--- config.mk ---
export PLATFORM = sky130hd
export DESIGN_NAME = ist_cmp
export DESIGN_NICKNAME = d
export VERILOG_FILES = /design/src/design/ist_pkg.sv /design/src/design/ist_cmp.sv
export SDC_FILE = /design/constraint.sdc
export NUM_CORES = 1
export LEC_CHECK = 0
export BUFFER_PORTS_ARGS = -buffer_cell sky130_fd_sc_hd__buf_2
export CAP_MARGIN = 20
export CORE_MARGIN = 4
export CORE_UTILIZATION = 50
export DETAILED_ROUTE_END_ITERATION = 16
export GPL_TIMING_DRIVEN = 0
export PLACE_DENSITY_LB_ADDON = 0.08
export SLEW_MARGIN = 25
export SYNTH_ARGS = -nofsm -noshare
export SYNTH_HDL_FRONTEND = slang
export SYNTH_SLANG_ARGS = --single-unit
export TNS_END_PERCENT = 10
--- constraint.sdc ---
create_clock -name vclk -period 10.7
set_input_delay 2.14 -clock vclk [all_inputs]
set_output_delay 2.14 -clock vclk [all_outputs]
set_load 0.02 [all_outputs]
--- src/design/ist_pkg.sv ---
// ----------------------------------------------------------------------------
// ist_pkg
// Shared types and constants of the interval set table.
// ----------------------------------------------------------------------------
package ist_pkg;

    localparam int ENTRIES = 64;
    localparam int IDX_W   = $clog2(ENTRIES);
    localparam int CNT_W   = $clog2(ENTRIES + 1);
    localparam int VAL_W   = 63;
    localparam int TOL_W   = 32;
    localparam int ACT_W   = 3;
    localparam int RIDX_W  = 6;
    localparam int IN_W    = 136;
    localparam int OUT_W   = 136;

    localparam logic [TOL_W-1:0] TOL_RESET = TOL_W'(1000000);

    typedef enum logic [ACT_W-1:0] {
        ACT_INSERT = 3'd0,
        ACT_DELETE = 3'd1,
        ACT_PQUERY = 3'd2,
        ACT_IQUERY = 3'd3,
        ACT_COLL   = 3'd4,
        ACT_CLEAR  = 3'd5,
        ACT_READ   = 3'd6,
        ACT_NOP    = 3'd7
    } act_t;

    typedef enum logic [1:0] {
        ST_OK      = 2'd0,
        ST_BAD_IVL = 2'd1,
        ST_FULL    = 2'd2,
        ST_BAD_IDX = 2'd3
    } status_t;

    typedef enum logic [3:0] {
        S_IDLE,
        S_BAD,
        S_SCAN_RD,
        S_SCAN_EV,
        S_CMP,
        S_PLAN,
        S_WRA,
        S_WRB,
        S_MV_RD,
        S_MV_WR,
        S_QRY_RD,
        S_QRY_C1,
        S_QRY_C2,
        S_RD_WAIT,
        S_DONE
    } state_t;

    typedef enum logic [1:0] {
        SH_NONE,
        SH_UP,
        SH_DOWN
    } shift_t;

    typedef struct packed {
        logic [VAL_W-1:0] hi;
        logic [VAL_W-1:0] lo;
    } ent_t;

    typedef struct packed {
        logic ab;
        logic ba;
        logic near;
    } cmp_res_t;

endpackage

--- src/design/ist_cmp.sv ---
// ----------------------------------------------------------------------------
// ist_cmp
// Shared tolerance comparator: a above b, b above a, a near b.
// ----------------------------------------------------------------------------
module ist_cmp (
    input  logic [ist_pkg::VAL_W-1:0] a,
    input  logic [ist_pkg::VAL_W-1:0] b,
    input  logic [ist_pkg::TOL_W-1:0] tol,
    output ist_pkg::cmp_res_t         res
);
    import ist_pkg::*;

    logic [VAL_W:0] a_x;
    logic [VAL_W:0] b_x;
    logic [VAL_W:0] t_x;
    logic [VAL_W:0] diff;

    assign a_x  = {1'b0, a};
    assign b_x  = {1'b0, b};
    assign t_x  = (VAL_W + 1)'(tol);
    assign diff = (a >= b) ? (a_x - b_x) : (b_x - a_x);

    assign res.ab   = a_x >= (b_x + t_x);
    assign res.ba   = b_x >= (a_x + t_x);
    assign res.near = diff <= t_x;

endmodule

### Word-level counts from Yosys, hierarchy flattened

Index checks and enable logic that the tools add are counted.
Widths: inputs -> output; s select.

* output and inout bits: 3
* register bits after elaboration: 0

* muxes and demuxes: 1
* order comparisons: 4
* $add $sub $neg: 4

Operators by type and width (count)
* $add 63x32->64: 2
* $ge 63x64->1: 2
* $sub 63x63->64: 2
* $le 64x32->1: 1
* $mux 64: 1
* $ge 63x63->1: 1

### Depth between registers and ports, before layout

Gate-level depths: netlist of the first run.

* depth in word-level cells: 3
* mapped depth: 30
* mapped depth without buffers: 28

### Worst setup path before layout of the first run

No wires, ideal clock.

* path type: input to output
* start: in a[43] (netlist name)
* end: out res[0] (netlist name)
* path buffers: 5
* setup slack: 0.681 ns
* stages on the path: 26
* arrival time: 7.879 ns
* path through: inv_1 -> ha_1 -> buf_2 -> a21oi_1 -> o21ai_1 -> a221o_1 -> a2111oi_2 -> or2_2 -> and2_4 -> buf_6 -> buf_2 -> buf_2 -> buf_1 -> o21ai_0 -> xnor2_1 -> ha_1 -> nand4_1 -> or2_2 -> or4_1 -> or3_1 -> o21ai_0 -> nand4_1 -> a2111oi_2 -> nand4_1 -> or3_4 -> nor4b_4

RTL lines
* start, declared: RTL line ist_cmp.sv:6 `input logic [ist_pkg::VAL_W-1:0] a,`
* end, declared: RTL line ist_cmp.sv:9 `output ist_pkg::cmp_res_t res`

==> out/results.txt, run 1 <==
P&R area growth vs syn -> 11.11%
Final WS setup -> 0.1629 ns
n_diodes -> 0
Hold Vio Cnt, Final -> 0
Buf/Inv on CP -> 6
Critical Path Sink Type -> primary output
FFs & Latches -> 0
library cells used by synthesis -> 82
CP startpoint kind -> primary input
multiplexer share of the synthesized area -> 0.008355
required time of the critical path -> 8.56 ns
most common cell in the netlist -> ha_1
DP HPWL -> 50910 um
DR vias -> 18253
share of cells above drive strength 1 -> 0.1265
first-pass detailed-route iteration total -> 6
top post-synthesis cells by count -> ha_1 (348), a21oi_1 (277), inv_1 (202)
register area -> 0 um2
Top Ports -> 161
Hold Crit Class -> primary input to primary output
power density cells -> 69.08 nW/um2
die area -> 34660 um2
Routed WL per cell -> 20.44 um
drt total wl -> 58840 um
Worst-Margin Slew -> 1.111 ns
RSZ-0062 raised after global routing -> yes
post-layout util -> 0.5692
initial drt markers -> 1678
Hold Buf Count CTS -> 0
Net Count, Synth -> 2823
max cap viols -> 0
Post-Syn Area -> 15870 um2
post-synth top area cell -> ha_1
Peak supply drop -> 0.00003881 V
CP peak stage delay -> 0.53 ns
Tot GR Track Use -> 0.3202
period utilisation layout -> 0.9848
Die Ht -> 186.2 um
WP data arrival -> 8.40 ns
Remaining DRCs -> 0
initial antenna violation count -> 0
Final Critical Period -> 10.54 ns
kind of critical path -> primary input to primary output
largest family of logic cells by synthesized area -> compound AO/OA/AOI/OAI gates
first-pass GRT wire length -> 90850 um
num rows -> 64
Multi-input gate area -> 14980 um2
Port Buf Inserts -> 161
largest net degree at the start of global routing -> 20
TNS Setup -> 0 ns
RD Place Congestion -> 1.018
post-synthesis compound-gate area fraction -> 0.3328
CP most frequent cell -> nand4_1
max_slew headroom -> 0.2532
leakage power -> 0.008488 uW
Max Slew Vio Count -> 0
Synth Area in Adders -> 0.2793
post-synth top area share -> 0.2743
setup violators final -> 0
DRT antenna net count -> 0
Post-Synth Simple-Gate Area -> 0.2132
CP top delay family -> simple AND/OR/NAND/NOR gates
pre-CTS WS -> -1.785 ns
grt ovf -> 0
Synth Area in XOR/XNOR -> 0.09214
f_max -> 0.09490 GHz
CP max stage cell -> or4_4
number of global-route vias before repair -> 16991
Horiz. Die Dim -> 186.2 um
top cells by area, synth -> ha_1 (27%), a21oi_1 (8.7%), xnor2_1 (6.3%), o21ai_0 (5.9%), a21o_1 (5.1%)
Syn Inst Count -> 2313
vias per cell -> 6.340
Fill cells -> 3117
Mean Syn Cell Area -> 6.863 um2
post-synthesis sequential area ratio -> 0
CLK BUF -> 0
status -> completed
Ys Warns -> 0
# nets final -> 2995
Initial Utilization -> 0.5122
core footprint -> 30990 um2
crit path max fanout -> 28
[stage by stage]
step	hold WS, ns	total power (uW)	instances	instance area [um2]
2_1_floorplan	4.448	797.6	2313	15870
3_3_place_gp	4.645	1124	2870	17180
3_5_place_dp	4.656	1144	2870	17190
4_1_cts	4.656	1169	2871	17370
5_1_grt	4.686	1344	2879	17640
6_report	4.654	1219	2879	17640
[metal layers]
layer | part of all wire | wire length, um | track usage | vias to the layer above
li1 | - | - | - | 8876
met1 | 0.46 | 26860 | 0.4558 | 8479
met2 | 0.44 | 25860 | 0.5204 | 780
met3 | 0.072 | 4209 | 0.02800 | 118
met4 | 0.033 | 1916 | 0.08481 | 0
met5 | 0 | 0 | 0 | -
[cells by family after synthesis]
family | count (synthesis)
adder cells (fa/ha/maj) | 352
multiplexers | 13
XOR/XNOR | 167
AND/OR/NAND/NOR | 660
buffers and inverters | 281
AO/OA/AOI/OAI | 840
[tightest hold or removal path: stages]
cell     delay, ns
buf_2         0.14
a31oi_1       0.08
buf_2         0.15
[area by class of cell]
| type | count | area share |
|---|---|---|
| multi-input cells | 2032 | 0.8494 |
| repair buffers | 177 | 0.05264 |
| inverters | 202 | 0.04299 |
| plain buffers | 72 | 0.02689 |
| well taps | 396 | 0.02809 |
[final timing paths]
path | slack, ns | cells past startpoint | endpoint | from
setup / recovery | 0.16 | 26 | res[0] | a[7]
hold / removal | 4.65 | 3 | res[1] | a[62]
[what timing repair did]
item / CTS / global route
buffers inserted: 6 / 10
pin swaps: 7 / 21
gates cloned: 0 / 0
setup endpoints to repair: 2 / 3
resized for setup: 41 / 58
[layout by cell type, fill, tap and decap left out, drive strengths merged, types with 6 or more instances in the layout]
cell type | Yosys | layout
and3 | 15 | 15
o221ai | 8 | 8
o31ai | 13 | 13
o21a | 26 | 26
or4 | 6 | 6
o21bai | 40 | 40
a211o | 6 | 6
nand3 | 62 | 62
a21o | 108 | 108
a31oi | 22 | 22
clkbuf | 24 | 21
o21ai | 194 | 194
a31o | 6 | 6
or2 | 15 | 15
nand4 | 92 | 92
nor2b | 29 | 29
xnor2 | 115 | 115
a221o | 7 | 7
buf | 55 | 228
o211ai | 18 | 18
o31a | 7 | 7
nor4 | 12 | 12
nor3 | 44 | 44
nand2 | 158 | 158
a21oi | 278 | 278
and2 | 16 | 16
nor2 | 143 | 143
nand2b | 31 | 31
or3 | 10 | 10
a211oi | 27 | 27
a221oi | 11 | 11
inv | 202 | 202
ha | 348 | 348
a21boi | 10 | 10
a2111oi | 10 | 10
mux2i | 11 | 11
a311oi | 7 | 7
and4 | 14 | 14
xor2 | 52 | 52
[report_power, final]
group	internal, uW	switching [uW]	total (uW)
sequential	0	0	0
clock	0	0	0
combinational	473	746	1220
(Power assumes the default switching activity.)
==> inputs of run 2 (changes only) <==
Settings changed: RECOVER_POWER set to 50.
==> run 2 against run 1 <==
  * Critical endpoint unchanged
  * Largest power group unchanged
  * Power is essentially flat
  * Via count is essentially flat
  * Critical path type unchanged
  * Cell count is the same
  * Combinational power is essentially flat
  * Design area is the same
  * Largest cell class unchanged
  * Setup slack lost 0.00076 ns
  * Maximum frequency is essentially flat
  * Wire length is essentially flat
==> out/results.txt, run 2 (synthesized netlist as in run 1, its figures left out) <==
f_max -> 0.09490 GHz (about the same)
Horiz. Die Dim -> 186.2 um (unchanged)
max cap viols -> 0 (unchanged)
drt total wl -> 58840 um (about the same)
Final Critical Period -> 10.54 ns (+0.0007610 ns)
kind of critical path -> primary input to primary output
# nets final -> 2995 (unchanged)
max_slew headroom -> 0.2594 (+0.006264)
Hold Vio Cnt, Final -> 0 (unchanged)
P&R area growth vs syn -> 11.11% (unchanged)
Multi-input gate area -> 14980 um2 (unchanged)
initial antenna violation count -> 0 (unchanged)
core footprint -> 30990 um2 (unchanged)
Final WS setup -> 0.1621 ns (-0.0007610 ns)
placed cell count -> 2870 (unchanged)
pre-CTS WS -> -1.785 ns (unchanged)
RSZ-0062 raised after global routing -> yes
Remaining DRCs -> 0 (unchanged)
Port Buf Inserts -> 161 (unchanged)
CP peak stage delay -> 0.53 ns (about the same)
Routed WL per cell -> 20.44 um (about the same)
CP startpoint kind -> primary input
WP data arrival -> 8.40 ns (about the same)
grt ovf -> 0 (unchanged)
number of global-route vias before repair -> 16991 (unchanged)
setup violators final -> 0 (unchanged)
CLK BUF -> 0 (unchanged)
RD Place Congestion -> 1.018 (unchanged)
crit path max fanout -> 28 (unchanged)
required time of the critical path -> 8.56 ns (about the same)
period utilisation layout -> 0.9848 (about the same)
Max Slew Vio Count -> 0 (unchanged)
DR vias -> 18265 (+0.066%)
TNS Setup -> 0 ns (unchanged)
Initial Utilization -> 0.5122 (unchanged)
num rows -> 64 (unchanged)
CP most frequent cell -> nand4_1
largest net degree at the start of global routing -> 20 (unchanged)
vias per cell -> 6.344 (about the same)
total power -> 1219 uW (about the same)
Hold Crit Class -> primary input to primary output
Die Ht -> 186.2 um (unchanged)
DP HPWL -> 50910 um (unchanged)
Peak supply drop -> 0.00003881 V (about the same)
first-pass GRT wire length -> 90850 um (unchanged)
n_diodes -> 0 (unchanged)
post-layout util -> 0.5692 (unchanged)
CP max stage cell -> or4_4
Top Ports -> 161 (unchanged)
first-pass detailed-route iteration total -> 6 (unchanged)
DRT antenna net count -> 0 (unchanged)
most common cell after layout, fill and taps aside -> ha_1
Tot GR Track Use -> 0.3202 (unchanged)
die area -> 34660 um2 (unchanged)
power density cells -> 69.11 nW/um2 (about the same)
final cell count without fillers -> 2879 (unchanged)
commonest non-fill, non-tap cells in the layout -> ha_1 (348), a21oi_1 (271), inv_1 (201), buf_2 (186), o21ai_0 (180)
leakage power -> 0.008487 uW (about the same)
register area -> 0 um2 (unchanged)
Critical Path Sink Type -> primary output
Fill cells -> 3117 (unchanged)
initial drt markers -> 1675 (-0.18%)
status -> completed
share of cells above drive strength 1 -> 0.1265 (unchanged)
Worst-Margin Slew -> 1.101 ns (-0.009317 ns)
FFs & Latches -> 0 (unchanged)
## run 2: cell counts in the layout (fill, tap and decap cells not counted)
Identical to the previous run, type by type.
## run 2: report_power, final
part	switching, uW	total [uW]	internal (uW)
clock network	0	0	0
registers	0	0	0
logic	746	1220	473
## run 2: timing repair
action / in CTS / in global routing
resized for setup: 41 / 58
pin swaps: 7 / 21
endpoints found under the hold margin: 0 / 0
endpoints found under the setup margin: 2 / 3
hold buffers: 0 / 0
buffers inserted: 6 / 10
## run 2: worst paths after layout
kind	slack, ns	start	cells after the start	end
max	0.16	a[7]	26	res[0]
min	4.65	a[62]	3	res[1]
## run 2: cell type report
cell class	instances	share of cell area
Inverter	202	0.04299
Tap cell	396	0.02809
Multi-Input combinational cell	2032	0.8494
Timing Repair Buffer	177	0.05264
Buffer	72	0.02689
## run 2: worst max-delay path, delay by kind of cell
family,cells,cell delay [ns]
simple gates,11,3.14
compound gates,6,1.43
buf+inv,6,0.97
fa+ha+maj,2,0.57
xor+xnor,1,0.11
## run 2: metrics by stage
step,instance area [um2],hold slack [ns]
final,17640,4.654
after global routing,17640,4.686
after CTS,17370,4.656
after detailed placement,17190,4.656
after global placement,17180,4.645
after floorplan,15870,4.448
## run 2: routing by layer
metal	vias up	GRT usage	wire, um
met5	-	0	0
met4	0	0.08481	1905
met3	116	0.02800	4248
met2	781	0.5204	25820
met1	8490	0.4558	26870
li1	8878	-	-
==> inputs of run 3 (changes only) <==
Clock period 10.7 ns to 11.2 ns, I/O delays scaled along.
==> run 3 against run 2 <==
  * Non-clock buffer count shrank 8
  * Worst hold slack gained 0.21 ns
  * First-iteration DRC count rose by 1.0%
  * Cell count is 0.28% lower
  * Die area stayed put
  * Design area shrank 1.3%
  * Combinational power fell by 7%
  * Global-route usage grew 0.16 points
  * Critical path depth increased by 1
  * Critical path type unchanged
==> out/results.txt, run 3 (synthesized netlist as in run 1, its figures left out) <==
share of cells above drive strength 1 -> 0.1147 (-0.01171)
CP top delay family -> simple AND/OR/NAND/NOR gates
leakage power -> 0.008406 uW (-0.96%)
Top Ports -> 161 (unchanged)
crit path max fanout -> 19 (-32%)
RD Place Congestion -> 1.018 (unchanged)
max_slew headroom -> 0.2634 (+0.003958)
Die Ht -> 186.2 um (unchanged)
power density cells -> 65.72 nW/um2 (-4.9%)
initial drt markers -> 1692 (+1.0%)
Hold Vio Cnt, Final -> 0 (unchanged)
Initial Utilization -> 0.5122 (unchanged)
P&R area growth vs syn -> 9.640%
commonest non-fill, non-tap cells in the layout -> ha_1 (348), a21oi_1 (274), inv_1 (202), buf_2 (191), o21ai_0 (181)
top routing layer used -> met4
setup violators final -> 0 (unchanged)
Hold Buf Count CTS -> 0 (unchanged)
RSZ-0062 raised after global routing -> yes
Horiz. Die Dim -> 186.2 um (unchanged)
met2 wire len -> 25860 um (+0.19%)
register area -> 0 um2 (unchanged)
DP HPWL -> 50910 um (unchanged)
Port Buf Inserts -> 161 (unchanged)
die area -> 34660 um2 (unchanged)
Hold Crit Class -> primary input to primary output
CP peak stage delay -> 0.52 ns (about the same)
Buf/Inv on CP -> 7 (+1)
vias per cell -> 6.352 (+0.12%)
final cell count without fillers -> 2871 (-0.28%)
Max Slew Vio Count -> 0 (unchanged)
DR vias -> 18237 (-0.15%)
largest net degree at the start of global routing -> 20 (unchanged)
grt ovf -> 0 (unchanged)
Routed WL per cell -> 20.50 um (+0.29%)
n_diodes -> 0 (unchanged)
# nets final -> 2987 (-0.27%)
drt total wl -> 58850 um (about the same)
DRT antenna net count -> 0 (unchanged)
required time of the critical path -> 8.96 ns (+0.40 ns)
core footprint -> 30990 um2 (unchanged)
placed cell count -> 2870 (unchanged)
num rows -> 64 (unchanged)
first-pass detailed-route iteration total -> 6 (unchanged)
number of global-route vias before repair -> 16945 (-0.27%)
Critical Path Sink Type -> primary output
CP startpoint kind -> primary input
total power -> 1144 uW (-6.2%)
WP data arrival -> 8.86 ns (+0.46 ns)
Peak supply drop -> 0.00003670 V (-5.5%)
CLK BUF -> 0 (unchanged)
first-pass GRT wire length -> 91120 um (+0.30%)
FFs & Latches -> 0 (unchanged)
met3 WL -> 4368 um (+2.8%)
status -> completed
Met1 Wirelength -> 26780 um (-0.35%)
Tot GR Track Use -> 0.3218 (+0.001616)
hold slack -> 4.868 ns (+0.2140 ns)
TNS Setup -> 0 ns (unchanged)
CP max stage cell -> or4_4
kind of critical path -> primary input to primary output
most common cell after layout, fill and taps aside -> ha_1
Fill cells -> 3139 (+0.71%)
Worst-Margin Slew -> 1.096 ns (-0.005887 ns)
max cap viols -> 0 (unchanged)
CP most frequent cell -> nand4_1
Remaining DRCs -> 0 (unchanged)
Final Critical Period -> 11.10 ns
period utilisation layout -> 0.9913
initial antenna violation count -> 0 (unchanged)
f_max -> 0.09007 GHz
==> run 3: cell types whose count changed in the layout (fill, tap and decap cells not counted), sizes merged <==
cell,delta
clkbuf,+2
buf,-10
==> run 3: through the flow <==
step           cell area [um2]  setup slack (ns)    util
2_1_floorplan            15870            0.9811       -
3_3_place_gp             17180            -1.559  0.5542
3_5_place_dp             17190            -1.485  0.5546
4_1_cts                  17300          -0.01233  0.5583
5_1_grt                  17400          -0.06027  0.5616
6_report                 17400           0.09778  0.5616
==> run 3: path summary, 6_finish.rpt <==
check | to | depth (start not counted) | from
setup / recovery | res[0] | 27 | a[37]
hold / removal | res[1] | 3 | a[62]
==> run 3: repair_timing <==
action,CTS,global route
pin swaps,3,10
buffers inserted,2,5
gates resized for setup,32,19
endpoints found under the setup margin,2,2
==> run 3: routing by layer <==
metal,global-route usage,up-vias
li1,-,8854
met1,0.4595,8523
met2,0.5218,759
met3,0.02917,101
met4,0.08277,0
met5,0,-
==> run 3: final cells by class <==
| type | instances | area [um2] | area share |
|---|---|---|---|
| Tap cell | 396 | 495.5 | 0.02847 |
| Timing Repair Buffer | 168 | 859.6 | 0.04939 |
| Buffer | 73 | 435.4 | 0.02502 |
| Inverter | 202 | 758.2 | 0.04357 |
| Multi-Input combinational cell | 2032 | 14860 | 0.8536 |
==> run 3: tightest hold or removal path, delay by kind of cell <==
| kind | cells | cell delay [ns] |
|---|---|---|
| buffers and inverters | 2 | 0.29 |
| AOI/OAI and AO/OA | 1 | 0.09 |
==> run 3: power by group <==
| group | switching, uW | internal (uW) | leakage, uW |
|---|---|---|---|
| logic | 705 | 439 | 0.00841 |
| clock network | 0 | 0 | 0 |
| registers | 0 | 0 | 0 |
| total | 705 | 439 | 0.00841 |
